[src/ial_pkg.sv]
package ial_pkg;

  // default sizes handed to the top level
  localparam int KEYWORD_CHARS_DEF = 8;
  localparam int LENGTH_BITS_DEF   = 16;
  localparam int LINE_BITS_DEF     = 24;

  // token queue between classifier and output stage (power of two, at least 2)
  localparam int QUEUE_DEPTH = 4;

  localparam int KIND_BITS = 5;
  localparam int CHAR_BITS = 8;

  // keyword table: text left aligned in an 8-character slot, padded with spaces
  localparam int KW_COUNT = 11;
  localparam int KW_SLOT  = 8;

  typedef enum logic [KIND_BITS-1:0] {
    TK_DELIM    = 5'd0,
    TK_PUNCT    = 5'd1,
    TK_NUMBER   = 5'd2,
    TK_IDENT    = 5'd3,
    TK_BREAK    = 5'd4,
    TK_CONTINUE = 5'd5,
    TK_ELIF     = 5'd6,
    TK_ELSE     = 5'd7,
    TK_FUNC     = 5'd8,
    TK_IF       = 5'd9,
    TK_LOOP     = 5'd10,
    TK_NUM      = 5'd11,
    TK_RETURN   = 5'd12,
    TK_STR      = 5'd13,
    TK_VOID     = 5'd14,
    TK_UNKNOWN  = 5'd15,
    TK_END      = 5'd16
  } kind_t;

  // what the held token is while the next byte decides how it ends
  typedef enum logic [3:0] {
    PC_NONE,
    PC_NUM,
    PC_IDENT,
    PC_BANG,
    PC_AMP,
    PC_PIPE,
    PC_LT,
    PC_GT,
    PC_MINUS,
    PC_NL,
    PC_SPACES
  } pclass_t;

  // queue write strobes for the up to two tokens of one byte
  typedef struct packed {
    logic first_valid;
    logic second_valid;
  } push_t;

  localparam logic [8*KW_SLOT-1:0] KW_TEXT [KW_COUNT] = '{
    "break   ", "continue", "elif    ", "else    ", "func    ", "if      ",
    "loop    ", "num     ", "return  ", "str     ", "void    "
  };

  localparam logic [3:0] KW_LEN [KW_COUNT] = '{
    4'd5, 4'd8, 4'd4, 4'd4, 4'd4, 4'd2, 4'd4, 4'd3, 4'd6, 4'd3, 4'd4
  };

  function automatic logic is_digit(input logic [CHAR_BITS-1:0] c);
    return (c >= "0") && (c <= "9");
  endfunction

  function automatic logic is_alpha(input logic [CHAR_BITS-1:0] c);
    return ((c >= "A") && (c <= "Z")) || ((c >= "a") && (c <= "z")) || (c == "_");
  endfunction

  // single-character punctuators
  function automatic logic is_symbol(input logic [CHAR_BITS-1:0] c);
    logic hit;
    hit = 1'b0;
    case (c)
      ":", "=", "^", "~", "+", "/", "*", "%", "(", ")", "[", "]", ",": hit = 1'b1;
      default: hit = 1'b0;
    endcase
    return hit;
  endfunction

endpackage

[src/indent_aware_source_lexer.sv]
// Source lexer for an indentation-aware language.
// Input channel s_*: one source byte per transfer in s_tdata[7:0]; s_tuser
// set (or a zero byte) marks end of text, which flushes the held token and
// produces an end marker with m_tlast set. The lexer then starts a new text.
// Output channel m_*: one token per transfer, with kind, length, first
// character and line number packed in m_tdata.
// A token passes from the classifier through the token queue into the output
// register. Throughput: one byte per cycle while s_tready is high. A byte
// yields zero, one or two tokens; the classifier writes both into a
// four-entry token queue, and the output stage drains one token per cycle
// while m_tready is high, so a run of two-token bytes is bounded by that
// single output port and s_tready drops while fewer than two slots are free.
// When the receiver stalls, m_tdata and m_tlast hold, the queue fills and
// s_tready falls; nothing is dropped.
// Reset clears the queue and output valid and returns the lexer to line one,
// start of line, nothing held. No clearing pass is needed.
module indent_aware_source_lexer import ial_pkg::*; #(
  parameter int KEYWORD_CHARS = KEYWORD_CHARS_DEF,
  parameter int LENGTH_BITS   = LENGTH_BITS_DEF,
  parameter int LINE_BITS     = LINE_BITS_DEF,
  localparam int DATA_W = ((KIND_BITS + LENGTH_BITS + CHAR_BITS + LINE_BITS + 7) / 8) * 8
) (
  input  logic              clk,
  input  logic              rst,
  input  logic              s_tvalid,
  output logic              s_tready,
  input  logic [7:0]        s_tdata,   // text_byte
  input  logic              s_tuser,   // end_of_text
  output logic              m_tvalid,
  input  logic              m_tready,
  output logic [DATA_W-1:0] m_tdata,   // token_kind, token_length, first_char, line_number
  output logic              m_tlast    // last_token
);

  localparam int ENTRY_W = KIND_BITS + LENGTH_BITS + CHAR_BITS + LINE_BITS + 1
                           + KEYWORD_CHARS * CHAR_BITS;

  push_t              push;
  logic [ENTRY_W-1:0] entry0;
  logic [ENTRY_W-1:0] entry1;
  logic               room;
  logic               pop;
  logic [ENTRY_W-1:0] head;
  logic               nonempty;

  // byte classifier and pending token state
  ial_front #(
    .KEYWORD_CHARS(KEYWORD_CHARS),
    .LENGTH_BITS  (LENGTH_BITS),
    .LINE_BITS    (LINE_BITS)
  ) u_front (
    .clk     (clk),
    .rst     (rst),
    .in_valid(s_tvalid),
    .in_ready(s_tready),
    .in_byte (s_tdata),
    .in_end  (s_tuser),
    .room    (room),
    .push    (push),
    .entry0  (entry0),
    .entry1  (entry1)
  );

  // token queue
  ial_queue #(
    .WIDTH(ENTRY_W),
    .DEPTH(QUEUE_DEPTH)
  ) u_queue (
    .clk     (clk),
    .rst     (rst),
    .push    (push),
    .din0    (entry0),
    .din1    (entry1),
    .room    (room),
    .pop     (pop),
    .head    (head),
    .nonempty(nonempty)
  );

  // keyword resolution and output register
  ial_back #(
    .KEYWORD_CHARS(KEYWORD_CHARS),
    .LENGTH_BITS  (LENGTH_BITS),
    .LINE_BITS    (LINE_BITS)
  ) u_back (
    .clk     (clk),
    .rst     (rst),
    .nonempty(nonempty),
    .head    (head),
    .pop     (pop),
    .m_tvalid(m_tvalid),
    .m_tready(m_tready),
    .m_tdata (m_tdata),
    .m_tlast (m_tlast)
  );

endmodule

[src/ial_front.sv]
module ial_front import ial_pkg::*; #(
  parameter int KEYWORD_CHARS = KEYWORD_CHARS_DEF,
  parameter int LENGTH_BITS   = LENGTH_BITS_DEF,
  parameter int LINE_BITS     = LINE_BITS_DEF,
  localparam int ENTRY_W = KIND_BITS + LENGTH_BITS + CHAR_BITS + LINE_BITS + 1
                           + KEYWORD_CHARS * CHAR_BITS
) (
  input  logic                 clk,
  input  logic                 rst,
  input  logic                 in_valid,
  output logic                 in_ready,
  input  logic [CHAR_BITS-1:0] in_byte,
  input  logic                 in_end,
  input  logic                 room,
  output push_t                push,
  output logic [ENTRY_W-1:0]   entry0,
  output logic [ENTRY_W-1:0]   entry1
);

  localparam logic [LENGTH_BITS-1:0] LEN_ONE = LENGTH_BITS'(1);
  localparam logic [LENGTH_BITS-1:0] LEN_TWO = LENGTH_BITS'(2);

  // pending token state
  pclass_t                pclass, pclass_next;
  logic [LENGTH_BITS-1:0] plen, plen_next;
  logic [CHAR_BITS-1:0]   pfirst, pfirst_next;
  logic [LINE_BITS-1:0]   line, line_next;
  logic                   indent, indent_next;
  logic                   space_odd, space_odd_next;
  logic [CHAR_BITS-1:0]   prefix [KEYWORD_CHARS];
  logic [KEYWORD_CHARS*CHAR_BITS-1:0] prefix_flat;
  logic                   prefix_we;
  logic                   prefix_start;

  logic                   accept;
  logic                   fin;
  logic [CHAR_BITS-1:0]   nxt;
  logic                   ext;

  // token that the pending state turns into
  logic                   fl_valid;
  kind_t                  fl_kind;
  logic [LENGTH_BITS-1:0] fl_len;
  logic                   fl_two;
  logic                   indent_fl;

  // token or pending class that a fresh byte starts
  logic                   st_valid;
  kind_t                  st_kind;
  pclass_t                st_class;

  logic [LENGTH_BITS-1:0] plen_sat;
  logic [LINE_BITS-1:0]   line_sat;

  function automatic logic [ENTRY_W-1:0] pack_entry(
    input kind_t                              k,
    input logic [LENGTH_BITS-1:0]             len,
    input logic [CHAR_BITS-1:0]               f,
    input logic                               last,
    input logic [LINE_BITS-1:0]               ln,
    input logic [KEYWORD_CHARS*CHAR_BITS-1:0] pfx
  );
    return {pfx, last, ln, f, len, k};
  endfunction

  assign in_ready = room;
  assign accept   = in_valid && room;

  // flatten the stored identifier prefix for the queue
  always_comb begin
    for (int i = 0; i < KEYWORD_CHARS; i++) begin
      prefix_flat[i*CHAR_BITS +: CHAR_BITS] = prefix[i];
    end
  end

  assign plen_sat = (plen == '1) ? plen : plen + LEN_ONE;
  assign line_sat = (line == '1) ? line : line + LINE_BITS'(1);

  // classify the byte against the pending token
  always_comb begin
    fin = in_end || (in_byte == '0);
    nxt = fin ? '0 : in_byte;

    fl_valid = 1'b0;
    fl_kind  = TK_PUNCT;
    fl_len   = LEN_ONE;
    fl_two   = 1'b0;
    case (pclass)
      PC_NUM: begin
        fl_valid = 1'b1;
        fl_kind  = TK_NUMBER;
        fl_len   = plen;
      end
      PC_IDENT: begin
        fl_valid = 1'b1;
        fl_kind  = TK_IDENT;
        fl_len   = plen;
      end
      PC_BANG: begin
        fl_valid = 1'b1;
        fl_two   = (nxt == "=");
        fl_kind  = fl_two ? TK_PUNCT : TK_UNKNOWN;
      end
      PC_AMP: begin
        fl_valid = 1'b1;
        fl_two   = (nxt == "&");
      end
      PC_PIPE: begin
        fl_valid = 1'b1;
        fl_two   = (nxt == "|");
      end
      PC_LT: begin
        fl_valid = 1'b1;
        fl_two   = (nxt == "<") || (nxt == "=");
      end
      PC_GT: begin
        fl_valid = 1'b1;
        fl_two   = (nxt == ">") || (nxt == "=");
      end
      PC_MINUS: begin
        fl_valid = 1'b1;
        fl_two   = (nxt == ">");
      end
      PC_NL: begin
        fl_valid = 1'b1;
        fl_kind  = (nxt == "\n") ? TK_DELIM : TK_PUNCT;
      end
      PC_SPACES: begin
        fl_valid = 1'b1;
        fl_kind  = space_odd ? TK_UNKNOWN : TK_PUNCT;
        fl_len   = plen;
      end
      default: fl_valid = 1'b0;
    endcase
    if (fl_two) begin
      fl_len = LEN_TWO;
    end

    // indent mode follows the last token emitted
    indent_fl = fl_valid ? ((fl_kind == TK_PUNCT) && (pfirst == "\n")) : indent;

    st_valid = 1'b0;
    st_kind  = TK_UNKNOWN;
    st_class = PC_NONE;
    if (is_digit(in_byte)) begin
      st_class = PC_NUM;
    end else if (is_alpha(in_byte)) begin
      st_class = PC_IDENT;
    end else begin
      case (in_byte)
        "!":  st_class = PC_BANG;
        "&":  st_class = PC_AMP;
        "|":  st_class = PC_PIPE;
        "<":  st_class = PC_LT;
        ">":  st_class = PC_GT;
        "-":  st_class = PC_MINUS;
        "\n": st_class = PC_NL;
        " ": begin
          if (indent_fl) begin
            st_class = PC_SPACES;
          end else begin
            st_valid = 1'b1;
            st_kind  = TK_DELIM;
          end
        end
        default: begin
          st_valid = 1'b1;
          st_kind  = is_symbol(in_byte) ? TK_PUNCT : TK_UNKNOWN;
        end
      endcase
    end

    ext = ((pclass == PC_NUM) && is_digit(in_byte))
       || ((pclass == PC_IDENT) && (is_alpha(in_byte) || is_digit(in_byte)))
       || ((pclass == PC_SPACES) && (in_byte == " "));
  end

  // next state and queue writes
  always_comb begin
    pclass_next    = pclass;
    plen_next      = plen;
    pfirst_next    = pfirst;
    line_next      = line;
    indent_next    = indent;
    space_odd_next = space_odd;
    prefix_we      = 1'b0;
    prefix_start   = 1'b0;
    push           = '0;
    entry0 = pack_entry(fl_kind, fl_len, pfirst, 1'b0, line, prefix_flat);
    entry1 = pack_entry(st_kind, LEN_ONE, in_byte, 1'b0, line, prefix_flat);

    if (accept) begin
      if (fin) begin
        // flush, end marker, back to the start of a text
        pclass_next    = PC_NONE;
        plen_next      = '0;
        pfirst_next    = '0;
        line_next      = LINE_BITS'(1);
        indent_next    = 1'b1;
        space_odd_next = 1'b0;
        push.first_valid = 1'b1;
        if (fl_valid) begin
          push.second_valid = 1'b1;
          entry1 = pack_entry(TK_END, '0, '0, 1'b1, line, prefix_flat);
        end else begin
          entry0 = pack_entry(TK_END, '0, '0, 1'b1, line, prefix_flat);
        end
      end else if (ext) begin
        // byte grows the pending run
        plen_next = plen_sat;
        if (pclass == PC_SPACES) begin
          space_odd_next = !space_odd;
        end
        prefix_we = (pclass == PC_IDENT) && (plen < LENGTH_BITS'(KEYWORD_CHARS));
      end else if (fl_two) begin
        // second character of a two-character operator
        pclass_next      = PC_NONE;
        indent_next      = 1'b0;
        push.first_valid = 1'b1;
      end else begin
        pclass_next = st_class;
        plen_next   = LEN_ONE;
        pfirst_next = in_byte;
        indent_next = st_valid ? 1'b0 : indent_fl;
        if (st_class == PC_NL) begin
          line_next = line_sat;
        end
        if (st_class == PC_SPACES) begin
          space_odd_next = 1'b1;
        end
        prefix_start = (st_class == PC_IDENT);
        if (fl_valid) begin
          push.first_valid  = 1'b1;
          push.second_valid = st_valid;
        end else if (st_valid) begin
          push.first_valid = 1'b1;
          entry0 = pack_entry(st_kind, LEN_ONE, in_byte, 1'b0, line, prefix_flat);
        end
      end
    end
  end

  // control state
  always_ff @(posedge clk) begin
    if (rst) begin
      pclass    <= PC_NONE;
      plen      <= '0;
      pfirst    <= '0;
      line      <= LINE_BITS'(1);
      indent    <= 1'b1;
      space_odd <= 1'b0;
    end else begin
      pclass    <= pclass_next;
      plen      <= plen_next;
      pfirst    <= pfirst_next;
      line      <= line_next;
      indent    <= indent_next;
      space_odd <= space_odd_next;
    end
  end

  // first identifier characters for keyword matching
  always_ff @(posedge clk) begin
    for (int i = 0; i < KEYWORD_CHARS; i++) begin
      if (prefix_start && (i == 0)) begin
        prefix[i] <= in_byte;
      end else if (prefix_we && (plen == LENGTH_BITS'(i))) begin
        prefix[i] <= in_byte;
      end
    end
  end

endmodule

[src/ial_queue.sv]
module ial_queue import ial_pkg::*; #(
  parameter int WIDTH = 8,
  parameter int DEPTH = QUEUE_DEPTH
) (
  input  logic             clk,
  input  logic             rst,
  input  push_t            push,
  input  logic [WIDTH-1:0] din0,
  input  logic [WIDTH-1:0] din1,
  output logic             room,
  input  logic             pop,
  output logic [WIDTH-1:0] head,
  output logic             nonempty
);

  localparam int AW = $clog2(DEPTH);
  localparam int CW = $clog2(DEPTH + 1);

  logic [WIDTH-1:0] mem [DEPTH];
  logic [AW-1:0]    wptr;
  logic [AW-1:0]    rptr;
  logic [CW-1:0]    count;
  logic [1:0]       nwr;

  assign nwr      = {1'b0, push.first_valid} + {1'b0, push.second_valid};
  assign room     = (count <= CW'(DEPTH - 2));
  assign nonempty = (count != '0);
  assign head     = mem[rptr];

  // storage, up to two writes per cycle at consecutive slots
  always_ff @(posedge clk) begin
    if (push.first_valid) begin
      mem[wptr] <= din0;
    end
    if (push.second_valid) begin
      mem[wptr + AW'(1)] <= din1;
    end
  end

  // pointers and fill level
  always_ff @(posedge clk) begin
    if (rst) begin
      wptr  <= '0;
      rptr  <= '0;
      count <= '0;
    end else begin
      wptr  <= wptr + AW'(nwr);
      rptr  <= rptr + AW'(pop);
      count <= count + CW'(nwr) - CW'(pop);
    end
  end

endmodule

[src/ial_back.sv]
module ial_back import ial_pkg::*; #(
  parameter int KEYWORD_CHARS = KEYWORD_CHARS_DEF,
  parameter int LENGTH_BITS   = LENGTH_BITS_DEF,
  parameter int LINE_BITS     = LINE_BITS_DEF,
  localparam int ENTRY_W = KIND_BITS + LENGTH_BITS + CHAR_BITS + LINE_BITS + 1
                           + KEYWORD_CHARS * CHAR_BITS,
  localparam int DATA_W  = ((KIND_BITS + LENGTH_BITS + CHAR_BITS + LINE_BITS + 7) / 8) * 8
) (
  input  logic               clk,
  input  logic               rst,
  input  logic               nonempty,
  input  logic [ENTRY_W-1:0] head,
  output logic               pop,
  output logic               m_tvalid,
  input  logic               m_tready,
  output logic [DATA_W-1:0]  m_tdata,
  output logic               m_tlast
);

  localparam int LEN_OFF   = KIND_BITS;
  localparam int FIRST_OFF = LEN_OFF + LENGTH_BITS;
  localparam int LINE_OFF  = FIRST_OFF + CHAR_BITS;
  localparam int LAST_OFF  = LINE_OFF + LINE_BITS;
  localparam int PFX_OFF   = LAST_OFF + 1;

  kind_t                  head_kind;
  logic [LENGTH_BITS-1:0] head_len;
  logic [CHAR_BITS-1:0]   head_first;
  logic [LINE_BITS-1:0]   head_line;
  logic                   head_last;
  kind_t                  kind_res;
  logic                   found;
  logic                   match;

  assign head_kind  = kind_t'(head[KIND_BITS-1:0]);
  assign head_len   = head[LEN_OFF +: LENGTH_BITS];
  assign head_first = head[FIRST_OFF +: CHAR_BITS];
  assign head_line  = head[LINE_OFF +: LINE_BITS];
  assign head_last  = head[LAST_OFF];

  // identifiers that spell a keyword get the keyword kind
  always_comb begin
    kind_res = head_kind;
    found    = 1'b0;
    match    = 1'b0;
    if (head_kind == TK_IDENT) begin
      for (int k = 0; k < KW_COUNT; k++) begin
        match = (head_len == LENGTH_BITS'(KW_LEN[k]));
        for (int i = 0; i < KW_SLOT; i++) begin
          if ((i < int'(KW_LEN[k])) &&
              (head[PFX_OFF + i*CHAR_BITS +: CHAR_BITS] !=
               KW_TEXT[k][(KW_SLOT-1-i)*CHAR_BITS +: CHAR_BITS])) begin
            match = 1'b0;
          end
        end
        if (match && !found) begin
          found    = 1'b1;
          kind_res = kind_t'(KIND_BITS'(int'(TK_BREAK) + k));
        end
      end
    end
  end

  // output register, refilled whenever it is empty or its transfer completes
  assign pop = nonempty && (!m_tvalid || m_tready);

  always_ff @(posedge clk) begin
    if (rst) begin
      m_tvalid <= 1'b0;
    end else if (!m_tvalid || m_tready) begin
      m_tvalid <= nonempty;
    end
  end

  always_ff @(posedge clk) begin
    if (pop) begin
      m_tdata <= DATA_W'({head_line, head_first, head_len, kind_res});
      m_tlast <= head_last;
    end
  end

endmodule

[config.mk]
export PLATFORM = sky130hd
export DESIGN_NAME = indent_aware_source_lexer
export DESIGN_NICKNAME = d
export VERILOG_FILES = /design/src/ial_pkg.sv /design/src/indent_aware_source_lexer.sv /design/src/ial_front.sv /design/src/ial_queue.sv /design/src/ial_back.sv
export SDC_FILE = /design/constraint.sdc
export NUM_CORES = 1
export LEC_CHECK = 0
export BUFFER_PORTS_ARGS = -buffer_cell sky130_fd_sc_hd__buf_2
export CAP_MARGIN = 20
export CORE_UTILIZATION = 40
export DETAILED_ROUTE_END_ITERATION = 10
export PLACE_DENSITY = 0.59
export SETUP_SLACK_MARGIN = 0.15
export SYNTH_ARGS = -nofsm -noshare
export SYNTH_HDL_FRONTEND = slang
export SYNTH_SLANG_ARGS = --single-unit
export TNS_END_PERCENT = 20
[constraint.sdc]
create_clock -name clk -period 8.76 [get_ports clk]
set_input_delay 0.438 -clock clk [delete_from_list [all_inputs] [get_ports clk]]
set_output_delay 0.438 -clock clk [all_outputs]
set_load 0.03 [all_outputs]
==> results by group <==
Outcome
  • Status: finished clean

Placed design
  • Port bufs: between 60 and 70
  • Placed Area: 29400 sq um
  • GP Congestion: around 0.9
  • Final HPWL DP: 43400 microns
  • Placed cells: 2941

Worst setup path
  • Setup CP Type: reg -> reg
  • Peak fanout along the critical path: 112
  • Startpoint Class: flop
  • Worst path arrival time: 5.32 ns
  • Reg2reg setup slack: 3.67 ns
  • CP required: ~9.0 ns
  • CP Capture Type: flop

Detailed routing
  • Vias per cell: between 5 and 6
  • Vias: 17100
  • DRC: 0
  • DRT Pass-1 Iters: 6
  • DR iter-0 viols: 1548
  • Routed wire per std cell: 21.7 microns
  • ANT nets after route: 0
  • Routed WL: 66700 microns

Global route
  • Largest net degree at the start of global routing: around 120
  • Congestion Overflow GR: 0
  • Vias in the first global route: about 17000
  • First-pass GRT wire length: 102000 microns
  • Antenna violations before repair: 2
  • Total track usage: approximately a fifth

Timing
  • Tmin final: around 5.1 ns
  • Slew @ Worst Pin: 1.08 ns
  • Fmax: between 150 and 200 MHz
  • Final hold vios: 0
  • Slew Limit Headroom: a little over a quarter
  • Worst Skew: 0.0256 ns
  • Final TNS setup: 0 ns
  • Final setup vio count: 0
  • Final Max Tran Viols: 0
  • Final Cycle Share: 58.1%
  • RSZ-0062 raised after global routing: no

Logic synthesis
  • Post-Syn Area: 28400 sq um
  • Top FF cell, synth: edfxtp_1
  • Number of synthesized flops with an enable pin: about 520
  • Post-synth cell types: 85
  • Cells after Synth: 2042
  • Mean area per synthesized cell: 13.9 sq um
  • YS warnings: 0
  • Post-synthesis sequential area ratio: 63.8%
  • #FFs+latches synth: 644
  • Async set or reset register ratio after synthesis: 0%

Floorplan
  • Initial core utilization: between 40% and 50%
  • Placement row count: 97
  • I/O pin total: 72
  • Die area: 72100 sq um
  • Die Width: ~270 microns
  • Core Area: about 70000 sq um
  • Die Y: 268 microns

Finish
  • Most common cell after layout, fill and taps aside: edfxtp_1
  • Layout cells sized above 1: between 10% and 20%
  • Utilization after layout: 45.1%
  • Commonest non-fill, non-tap cells in the layout: edfxtp_1, and2_1, dfxtp_1
  • Synth-to-Final Area Change: 11.5%
  • Fin cells: 3072
  • Post-Layout Inst Area: approximately 32000 sq um
  • Antenna cells: 0
  • Layout Nets: 2101

Clocking
  • Root Driver: clkbuf_16
  • CTS H-tree lvls: 3
  • Clk buf depth: 3
  • CTS tree: done
  • Post-CTS Setup Inserts: 0
  • Clock buffer count from CTS: 71
  • Total clock sinks: between 600 and 700
  • Worst-path clk slew: 0.06 ns
  • Resized Gates After CTS: 0
  • Clk_lat worst skew: ~0.61 ns
  • Post-CTS Hold Fix Bufs: 0

Min path
  • Hold Crit Class: in -> reg

Run
  • Max cap viols: 0

Power
  • Maximum vdd ir drop: 0.000261 V
  • Pwr/cell area: between 200 and 300 nW/um^2
  • Static leakage: 10.4 nW
[area by class of cell]
cell class                 instances  area, sq um
timing repair buffer              97          559
fill                            6360        38500
clock buffer                      98         1970
tap                              940         1180
sequential                       644        18100
multi-input combinational       1218         9410
clock inverter                    31          235
inverter                          44          185
[through the flow]
stage | power, mW | hold slack, ns | setup WS, ns
after floorplan | 5.35 | 0.427 | 4.02
after global placement | 5.91 | 0.440 | 3.18
after detailed placement | 5.94 | 0.448 | 3.10
after CTS | 8.78 | 0.117 | 3.66
after global routing | 9.05 | 0.166 | 3.32
final | 8.67 | 0.157 | 3.67
[Yosys cell counts (all sizes together) (14+ instances only)]
cell type	number	area [sq um]
edfxtp	522	15700
and2	354	2210
dfxtp	122	2440
nor2	87	329
a32o	78	782
mux4	77	1730
buf	69	464
clkbuf	69	275
nand2	61	229
nand3	47	235
inv	44	165
a21oi	42	210
o21ai	41	205
nor3	36	246
nand4	32	200
nor4	28	175
o22ai	24	150
and3	21	131
nor4bb	21	210
or3	21	131
nand4b	18	158
o211ai	14	105
xor2	14	123
[power by group]
part	internal [mW]	leakage (nW)	switching [mW]
sequential	3.80	5.78	0.161
combinational	0.599	3.53	1.28
clock	1.62	1.07	1.20
[kinds of logic (layout without fill, tap and decap cells)]
logic type      Yosys count  count (layout)  synth area share (%)
compound gates          269             269                  7.52
xor+xnor                 21              21                 0.647
fa+ha+maj                12              12                 0.555
buf+inv                 182             270                  3.18
flops                   644             644                  63.8
mux                      87              87                  6.47
other cells               1               3                0.0132
simple gates            826             826                  17.8
[routing by layer]
metal | routed length [microns] | up-vias | GRT usage, %
met1 | 28700 | 8599 | 24.7
met3 | 3710 | 105 | 3.25
met2 | 32500 | 497 | 31.0
met5 | 0 | - | 0
li1 | - | 7910 | -
met4 | 1830 | 0 | 7.13
[worst max-delay path: stages, from the launching register on]
cell     delay [ns]
dfxtp_1        0.65
or4_4          0.24
o21a_1         0.50
a41oi_1        0.15
o31a_4         0.39
nor3_4         0.85
a31oi_4        0.30
inv_6          0.74
buf_4          0.75
[final timing paths]
check,startpoint,to,depth (start not counted)
worst max-delay path,u_front.pclass[0],u_queue.mem[2][113],8
worst min-delay path,m_tready,u_back.m_tvalid,4
worst max register to register,u_front.pclass[0],u_queue.mem[2][113],8
worst min register to register,u_queue.mem[1][9],u_queue.mem[1][9],1
[registers in the layout (all words and copies together) (netlist names)]
register,flops
u_back.m_tdata,53
u_back.m_tlast,1
u_back.m_tvalid,1
u_front.indent,1
u_front.line,24
u_front.pclass,4
u_front.pfirst,8
u_front.plen,16
u_front.prefix,64
u_front.space_odd,1
u_queue.count,3
u_queue.mem,464
u_queue.rptr,2
u_queue.wptr,2
Power figures use the tool's default switching activity.
